$ cat src/rrcd_pkg.sv
// ----------------------------------------------------------------------------
// rrcd_pkg
// Types and constants shared by the round-robin capture demultiplexer.
// ----------------------------------------------------------------------------
package rrcd_pkg;

  localparam int unsigned DEF_BUFFER_DEPTH = 1024;
  localparam int unsigned DEF_CHANNELS     = 3;

  localparam int unsigned COUNT_W = 11;
  localparam int unsigned MASK_W  = 3;
  localparam int unsigned POS_W   = 2;
  localparam int unsigned WIDX_W  = 10;
  localparam int unsigned VALUE_W = 12;
  localparam int unsigned WORD_W  = 16;
  localparam int unsigned CFG_W   = 11;

  localparam int unsigned WORD_ERROR_BIT = 15;

  // request codes
  localparam logic [1:0] REQ_ARM   = 2'd0;
  localparam logic [1:0] REQ_KICK  = 2'd1;
  localparam logic [1:0] REQ_WORD  = 2'd2;
  localparam logic [1:0] REQ_ABORT = 2'd3;

  // configuration register indexes
  localparam logic REG_SAMPLE_COUNT = 1'b0;
  localparam logic REG_CHANNEL_MASK = 1'b1;

  typedef struct packed {
    logic [1:0]        req_type;
    logic [WORD_W-1:0] sample_word;
    logic              fifo_overrun;
  } req_t;

  typedef struct packed {
    logic               write_valid;
    logic [1:0]         write_channel;
    logic [WIDX_W-1:0]  write_index;
    logic [VALUE_W-1:0] sample_value;
    logic               converter_run;
    logic               armed_flag;
    logic               error_seen;
    logic               capture_done;
    logic               capture_ok;
  } rsp_t;

endpackage

$ cat src/round_robin_capture_demux.sv
// ----------------------------------------------------------------------------
// round_robin_capture_demux
// Routes round-robin converter words to (channel, sample slot) writes.
// ----------------------------------------------------------------------------
// usage:
//   req channel (req_valid/req_stall/req) carries arm, kick, abort and
//   converter-word transactions; every accepted request yields exactly one
//   response on the rsp channel (rsp_valid/rsp_stall/rsp).
//   cfg channel (cfg_valid/cfg_ready) writes sample_count (index 0) and
//   channel_mask (index 1); cfg_ready is always high. write only while idle.
//   the response is registered: rsp_valid rises in the cycle after the request is accepted.
//   throughput: one request per cycle while the receiver does not stall, set by
//   the update of the capture counters and the one-entry result register.
//   when the receiver stalls, the result register holds its response and
//   req_stall rises in the same cycle, so no transaction is lost.
//   reset (rst, synchronous) clears the registers, disarms the capture and
//   empties the result register.
//   enabled channels are visited highest first (2, 1, 0).
// ----------------------------------------------------------------------------
module round_robin_capture_demux #(
  parameter int unsigned BUFFER_DEPTH = rrcd_pkg::DEF_BUFFER_DEPTH,
  parameter int unsigned CHANNELS     = rrcd_pkg::DEF_CHANNELS
) (
  input  logic                       clk,
  input  logic                       rst,
  input  logic                       req_valid,
  output logic                       req_stall,
  input  rrcd_pkg::req_t             req,
  output logic                       rsp_valid,
  input  logic                       rsp_stall,
  output rrcd_pkg::rsp_t             rsp,
  input  logic                       cfg_valid,
  output logic                       cfg_ready,
  input  logic                       cfg_index,
  input  logic [rrcd_pkg::CFG_W-1:0] cfg_data
);

  logic [rrcd_pkg::COUNT_W-1:0] sample_count;
  logic [rrcd_pkg::MASK_W-1:0]  channel_mask;
  logic                         open;
  logic                         accept;
  rrcd_pkg::rsp_t               core_rsp;

  assign cfg_ready = 1'b1;
  assign req_stall = ~open;
  assign accept    = req_valid & open;

  always_ff @(posedge clk) begin
    if (rst) begin
      sample_count <= '0;
      channel_mask <= '0;
    end else if (cfg_valid && cfg_ready) begin
      case (cfg_index)
        rrcd_pkg::REG_SAMPLE_COUNT: sample_count <= cfg_data[rrcd_pkg::COUNT_W-1:0];
        rrcd_pkg::REG_CHANNEL_MASK: channel_mask <= cfg_data[rrcd_pkg::MASK_W-1:0];
        default: sample_count <= sample_count;
      endcase
    end
  end

  rrcd_core #(
    .BUFFER_DEPTH(BUFFER_DEPTH),
    .CHANNELS    (CHANNELS)
  ) u_core (
    .clk         (clk),
    .rst         (rst),
    .accept      (accept),
    .req         (req),
    .sample_count(sample_count),
    .channel_mask(channel_mask),
    .rsp         (core_rsp)
  );

  rrcd_out_reg u_out_reg (
    .clk      (clk),
    .rst      (rst),
    .load     (accept),
    .load_data(core_rsp),
    .open     (open),
    .rsp_valid(rsp_valid),
    .rsp_stall(rsp_stall),
    .rsp      (rsp)
  );

endmodule

$ cat src/rrcd_core.sv
// ----------------------------------------------------------------------------
// rrcd_core
// Capture state and per-transaction logic: arm, kick, abort and word routing.
// ----------------------------------------------------------------------------
module rrcd_core #(
  parameter int unsigned BUFFER_DEPTH = rrcd_pkg::DEF_BUFFER_DEPTH,
  parameter int unsigned CHANNELS     = rrcd_pkg::DEF_CHANNELS
) (
  input  logic                         clk,
  input  logic                         rst,
  input  logic                         accept,
  input  rrcd_pkg::req_t               req,
  input  logic [rrcd_pkg::COUNT_W-1:0] sample_count,
  input  logic [rrcd_pkg::MASK_W-1:0]  channel_mask,
  output rrcd_pkg::rsp_t               rsp
);

  localparam logic [rrcd_pkg::MASK_W-1:0] USABLE =
    rrcd_pkg::MASK_W'((1 << CHANNELS) - 1);

  logic                         armed, armed_next;
  logic                         running, running_next;
  logic [rrcd_pkg::POS_W-1:0]   channel_position, channel_position_next;
  logic [rrcd_pkg::COUNT_W-1:0] sample_index, sample_index_next;
  logic                         error_sticky, error_sticky_next;
  logic [rrcd_pkg::COUNT_W-1:0] latched_count, latched_count_next;
  logic [rrcd_pkg::MASK_W-1:0]  latched_mask, latched_mask_next;

  logic [rrcd_pkg::MASK_W-1:0]  arm_mask;
  logic [rrcd_pkg::COUNT_W-1:0] arm_count;
  logic [rrcd_pkg::POS_W-1:0]   active;
  logic [rrcd_pkg::POS_W-1:0]   pos_inc;
  logic [rrcd_pkg::COUNT_W-1:0] idx_inc;
  logic [1:0]                   sel_channel;
  logic [rrcd_pkg::POS_W-1:0]   seen;

  assign arm_mask = channel_mask & USABLE;
  assign arm_count = ({21'd0, sample_count} > 32'(BUFFER_DEPTH)) ?
                     rrcd_pkg::COUNT_W'(BUFFER_DEPTH) : sample_count;
  assign active = rrcd_pkg::POS_W'($countones(latched_mask));
  assign pos_inc = channel_position + 1'b1;
  assign idx_inc = sample_index + 1'b1;

  // enabled channels, highest first
  always_comb begin
    sel_channel = 2'd0;
    seen = '0;
    for (int ch = CHANNELS - 1; ch >= 0; ch--) begin
      if (latched_mask[ch]) begin
        if (seen == channel_position) begin
          sel_channel = 2'(ch);
        end
        seen = seen + 1'b1;
      end
    end
  end

  always_comb begin
    armed_next            = armed;
    running_next          = running;
    channel_position_next = channel_position;
    sample_index_next     = sample_index;
    error_sticky_next     = error_sticky;
    latched_count_next    = latched_count;
    latched_mask_next     = latched_mask;
    rsp                   = '0;

    case (req.req_type)
      rrcd_pkg::REQ_ARM: begin
        armed_next   = 1'b0;
        running_next = 1'b0;
        if (sample_count != '0 && arm_mask != '0) begin
          latched_count_next    = arm_count;
          latched_mask_next     = arm_mask;
          channel_position_next = '0;
          sample_index_next     = '0;
          error_sticky_next     = 1'b0;
          armed_next            = 1'b1;
        end
      end
      rrcd_pkg::REQ_KICK: begin
        if (armed) begin
          running_next = 1'b1;
        end
      end
      rrcd_pkg::REQ_WORD: begin
        if (running && active != '0 && sample_index < latched_count) begin
          error_sticky_next = error_sticky | req.fifo_overrun |
                              req.sample_word[rrcd_pkg::WORD_ERROR_BIT];
          rsp.write_valid   = 1'b1;
          rsp.write_channel = sel_channel;
          rsp.write_index   = sample_index[rrcd_pkg::WIDX_W-1:0];
          rsp.sample_value  = req.sample_word[rrcd_pkg::VALUE_W-1:0];
          if (pos_inc >= active) begin
            channel_position_next = '0;
            sample_index_next     = idx_inc;
          end else begin
            channel_position_next = pos_inc;
          end
          if (sample_index_next >= latched_count) begin
            rsp.capture_done = 1'b1;
            rsp.capture_ok   = ~error_sticky_next;
            armed_next       = 1'b0;
            running_next     = 1'b0;
          end
        end
      end
      rrcd_pkg::REQ_ABORT: begin
        armed_next   = 1'b0;
        running_next = 1'b0;
      end
      default: begin
        armed_next   = armed;
        running_next = running;
      end
    endcase

    rsp.converter_run = running_next;
    rsp.armed_flag    = armed_next;
    rsp.error_seen    = error_sticky_next;
  end

  always_ff @(posedge clk) begin
    if (rst) begin
      armed            <= 1'b0;
      running          <= 1'b0;
      channel_position <= '0;
      sample_index     <= '0;
      error_sticky     <= 1'b0;
      latched_count    <= '0;
      latched_mask     <= '0;
    end else if (accept) begin
      armed            <= armed_next;
      running          <= running_next;
      channel_position <= channel_position_next;
      sample_index     <= sample_index_next;
      error_sticky     <= error_sticky_next;
      latched_count    <= latched_count_next;
      latched_mask     <= latched_mask_next;
    end
  end

endmodule

$ cat src/rrcd_out_reg.sv
// ----------------------------------------------------------------------------
// rrcd_out_reg
// Result register: holds one response until the receiver takes it.
// ----------------------------------------------------------------------------
module rrcd_out_reg (
  input  logic           clk,
  input  logic           rst,
  input  logic           load,
  input  rrcd_pkg::rsp_t load_data,
  output logic           open,
  output logic           rsp_valid,
  input  logic           rsp_stall,
  output rrcd_pkg::rsp_t rsp
);

  // free when empty or being drained this cycle
  assign open = ~rsp_valid | ~rsp_stall;

  always_ff @(posedge clk) begin
    if (rst) begin
      rsp_valid <= 1'b0;
    end else if (open) begin
      rsp_valid <= load;
    end
  end

  always_ff @(posedge clk) begin
    if (load && open) begin
      rsp <= load_data;
    end
  end

endmodule

$ cat config.mk
export PLATFORM = sky130hd
export DESIGN_NAME = round_robin_capture_demux
export DESIGN_NICKNAME = d
export VERILOG_FILES = /design/src/rrcd_pkg.sv /design/src/round_robin_capture_demux.sv /design/src/rrcd_core.sv /design/src/rrcd_out_reg.sv
export SDC_FILE = /design/constraint.sdc
export NUM_CORES = 1
export LEC_CHECK = 0
export BUFFER_PORTS_ARGS = -buffer_cell sky130_fd_sc_hd__buf_2
export CAP_MARGIN = 20
export CORE_MARGIN = 4
export CORE_UTILIZATION = 35
export CTS_CLUSTER_DIAMETER = 40
export DETAILED_ROUTE_END_ITERATION = 6
export PLACE_DENSITY_LB_ADDON = 0.12
export SYNTH_ARGS = -nofsm -noshare
export SYNTH_HDL_FRONTEND = slang
export SYNTH_SLANG_ARGS = --single-unit
export TNS_END_PERCENT = 5
$ cat constraint.sdc
create_clock -name clk -period 7 [get_ports clk]
set_input_delay 0.7 -clock clk [delete_from_list [all_inputs] [get_ports clk]]
set_output_delay 0.7 -clock clk [all_outputs]
set_load 0.01 [all_outputs]
==> impl_metrics.yaml <==
cts:
  cts_tree: "built"
  cts_root_buffer: "clkbuf_8"
  ctsResizeCount: 0
  numCtsBuffers: 9
  path_clk_slew_ns: 0.08
  clockBufferDepth: 2
  worstSkewPairLatency_ns: 0.34
  cts_num_sinks: 75
  cts_hold_buf: 0
  htree_levels: 3
  cts_setup_buffers: 0
route:
  first_iter_violations: 121
  wire_per_inst_um: 14.0
  via_per_inst: 5.03
  drc: 0
  drtPass1Iterations: 4
  routed_wl_um: 8450
  via_count: 3041
  antenna_left: 0
synthesis:
  netlist.area_leader.share_pct: 23.6
  async_reset_ff_share_pct: 0
  synth_nets: 469
  synth_most_common_cell: "nand2_1"
  synth.distinct_cells: 50
  syn_area_per_cell_um2: 9.40
  synth_area_leaders: "dfxtp_1 24%, edfxtp_1 24%, ha_1 8.5%, a21oi_1 6.7%, nand2_1 6.1%"
  yosys_most_used_dff: "dfxtp_1"
  synth_cells: 406
  synth_edf_count: 30
  ys_warn_count: 0
  ys_seq_area_share_pct: 47.2
  yosysTopAreaCell: "dfxtp_1"
  syn-cell-area_um2: 3820
  ys_ff_latch: 75
  synth_common_cells: "62 x nand2_1, 51 x a21oi_1, 45 x dfxtp_1"
power:
  pwr-share-comb_pct: 6.4
  p_switching_w: 0.000196
  ir_drop_mv: 0.0813
  p_int_w: 0.000696
  power_switching_share_pct: 22.0
  clkPwrFrac_pct: 40.9
  p_per_area_nw_per_um2: 199
  total_power_w: 0.000892
  power.leakage_nw: 1.77
  power_frac_seq_pct: 52.7
grt:
  grt-ovfl-total: 0
  grt_pass1_wl_um: 14400
  grt_max_degree: 47
  grt_antenna_before_repair: 0
  globalRouteTotalUtil_pct: 14.0
  first_global_vias: 3073
floorplanning:
  core_area_um2: 10500
  initial_core_util_pct: 36.5
  die_area_um2: 12600
  rows: 37
  ioPinCount: 69
  die_h_um: 112
  die_width_um: 112
sta:
  final.period_utilization_pct: 52.2
  max_slew.worst_pin.slew_ns: 1.03
  slew_headroom_pct: 31.2
  setup_violations: 0
  hold_viol_final: 0
  slew_violations: 0
  totalNegativeSetupSlack_ns: 0
  hold_slack_ns: 0.453
  finClkSkew_ns: 0.00922
  fmax_ghz: 0.274
  rsz0062_at_grt: "false"
  timing.final.ws_setup_ns: 3.35
  fin_crit_ns: 3.65
setup_path:
  critPathSlowestCell: "fa_1"
  cp_max_fo: 10
  setup.worst_path.start_class: "register"
  crit_path_cell_trace: "fa_1, ha_1, nand2b_1, a21o_1, nand4_1, xnor2_1, ha_1, a21oi_1, o22ai_1, a211oi_1, o21ai_0, a21o_1, a221oi_1"
  crit_required_ns: 7.24
  cpPeakStageDelay_ns: 0.50
  endpoint_kind: "register"
  arrival_ns: 3.90
  critical_path_class: "reg2reg"
worst_hold_path:
  hold_path.class: "reg2reg"
cells_and_area:
  nFillCells: 1081
  final_nets: 526
  n_antenna_cell: 0
  multi_input_area_um2: 1860
  regArea_um2: 1800
  drive_gt1_share_pct: 19.0
  syn_to_final_growth_pct: 17.5
placement:
  place.gp.congestion: 0.917
  dpl_worst_slack_ns: 3.32
  dp_hpwl_um: 6080
  port_buffers: 64
run_status:
  outcome: "complete, no violations"
flow_run:
  maxCapViolCount: 0
path summary, 6_finish.rpt:
path	start	endpoint	slack, ns	cells after the start
hold / removal	u_core.latched_count[2]	u_core.latched_count[2]	0.45	2
hold reg to reg	u_core.latched_count[2]	u_core.latched_count[2]	0.45	2
setup reg to reg	u_core.latched_mask[1]	u_core.running	3.35	13
setup / recovery	u_core.latched_mask[1]	u_core.running	3.35	13
final cells by class:
type	instances	share of cell area (%)
clock buffer	11	3.15
clock inverter	5	1.70
inverter	18	1.51
multi-input combinational	291	41.4
sequential	75	40.2
tap	136	3.79
timing repair buffer	68	8.26
power by group through the flow:
stage / registers [W] / clock network [W] / logic (W)
5_1_grt: 0.000472 / 0.000395 / 0.0000640
4_1_cts: 0.000471 / 0.000375 / 0.0000585
2_1_floorplan: 0.000485 / 0 / 0.0000260
3_5_place_dp: 0.000481 / 0 / 0.0000583
6_report: 0.000470 / 0.000364 / 0.0000572
3_3_place_gp: 0.000481 / 0 / 0.0000553
routing by layer:
metal / wire (um) / up-vias / track usage (%)
met3: 528 / 15 / 3.40
met5: 0 / - / 0
met4: 129 / 0 / 5.13
li1: - / 1546 / -
met2: 4020 / 84 / 23.6
met1: 3770 / 1396 / 17.4
layout by cell type, fill, tap and decap left out, types with 2 or more instances in the layout:
master	count
buf_2	64
nand2_1	62
a21oi_1	51
dfxtp_1	45
edfxtp_1	30
ha_1	26
and2_1	24
nand3_1	19
inv_1	18
nor2_1	14
xnor2_1	11
nand3b_1	10
clkbuf_8	10
o211ai_1	8
nand4_1	7
o21ai_0	6
nor2b_1	5
nand2b_1	5
a21o_1	4
nor3_1	3
nor4_1	3
a311oi_1	3
buf_4	3
a211oi_1	2
or3_1	2
and3_1	2
xor2_1	2
bufinv_16	2
state kept, by name (all words and copies together) (netlist names):
name	flops
u_core.error_sticky	1
sample_count	11
u_core.latched_mask	3
u_out_reg.rsp	30
u_core.sample_index	11
u_core.armed	1
u_core.latched_count	11
u_core.running	1
u_out_reg.rsp_valid	1
u_core.channel_position	2
channel_mask	3
metrics by stage:
stage | std cells | util [%] | instance area (um^2)
floorplan | 406 | - | 3820
global placement | 586 | 40.4 | 4230
detailed placement | 587 | 40.7 | 4260
CTS | 603 | 42.8 | 4480
global route | 604 | 42.9 | 4480
finish | 604 | 42.9 | 4480
critical path, delay by kind of cell, from the launching register on:
kind | cells | cell delay (ns)
AOI/OAI and AO/OA | 7 | 1.51
xor gates and xnor gates | 1 | 0.19
adders and majority gates | 3 | 1.12
DFF | 1 | 0.43
and+or+nand+nor | 2 | 0.32
cell families (layout without fill, tap and decap cells):
kind of cell	Yosys count	count (layout)	synth area share, %
AOI/OAI and AO/OA	87	87	14.5
xor gates and xnor gates	13	13	2.98
adders and majority gates	27	27	9.05
buffers and inverters	40	102	4.30
DFF	75	75	47.2
other	1	1	0.0983
and+or+nand+nor	163	163	21.9
Power figures use the tool's default switching activity.
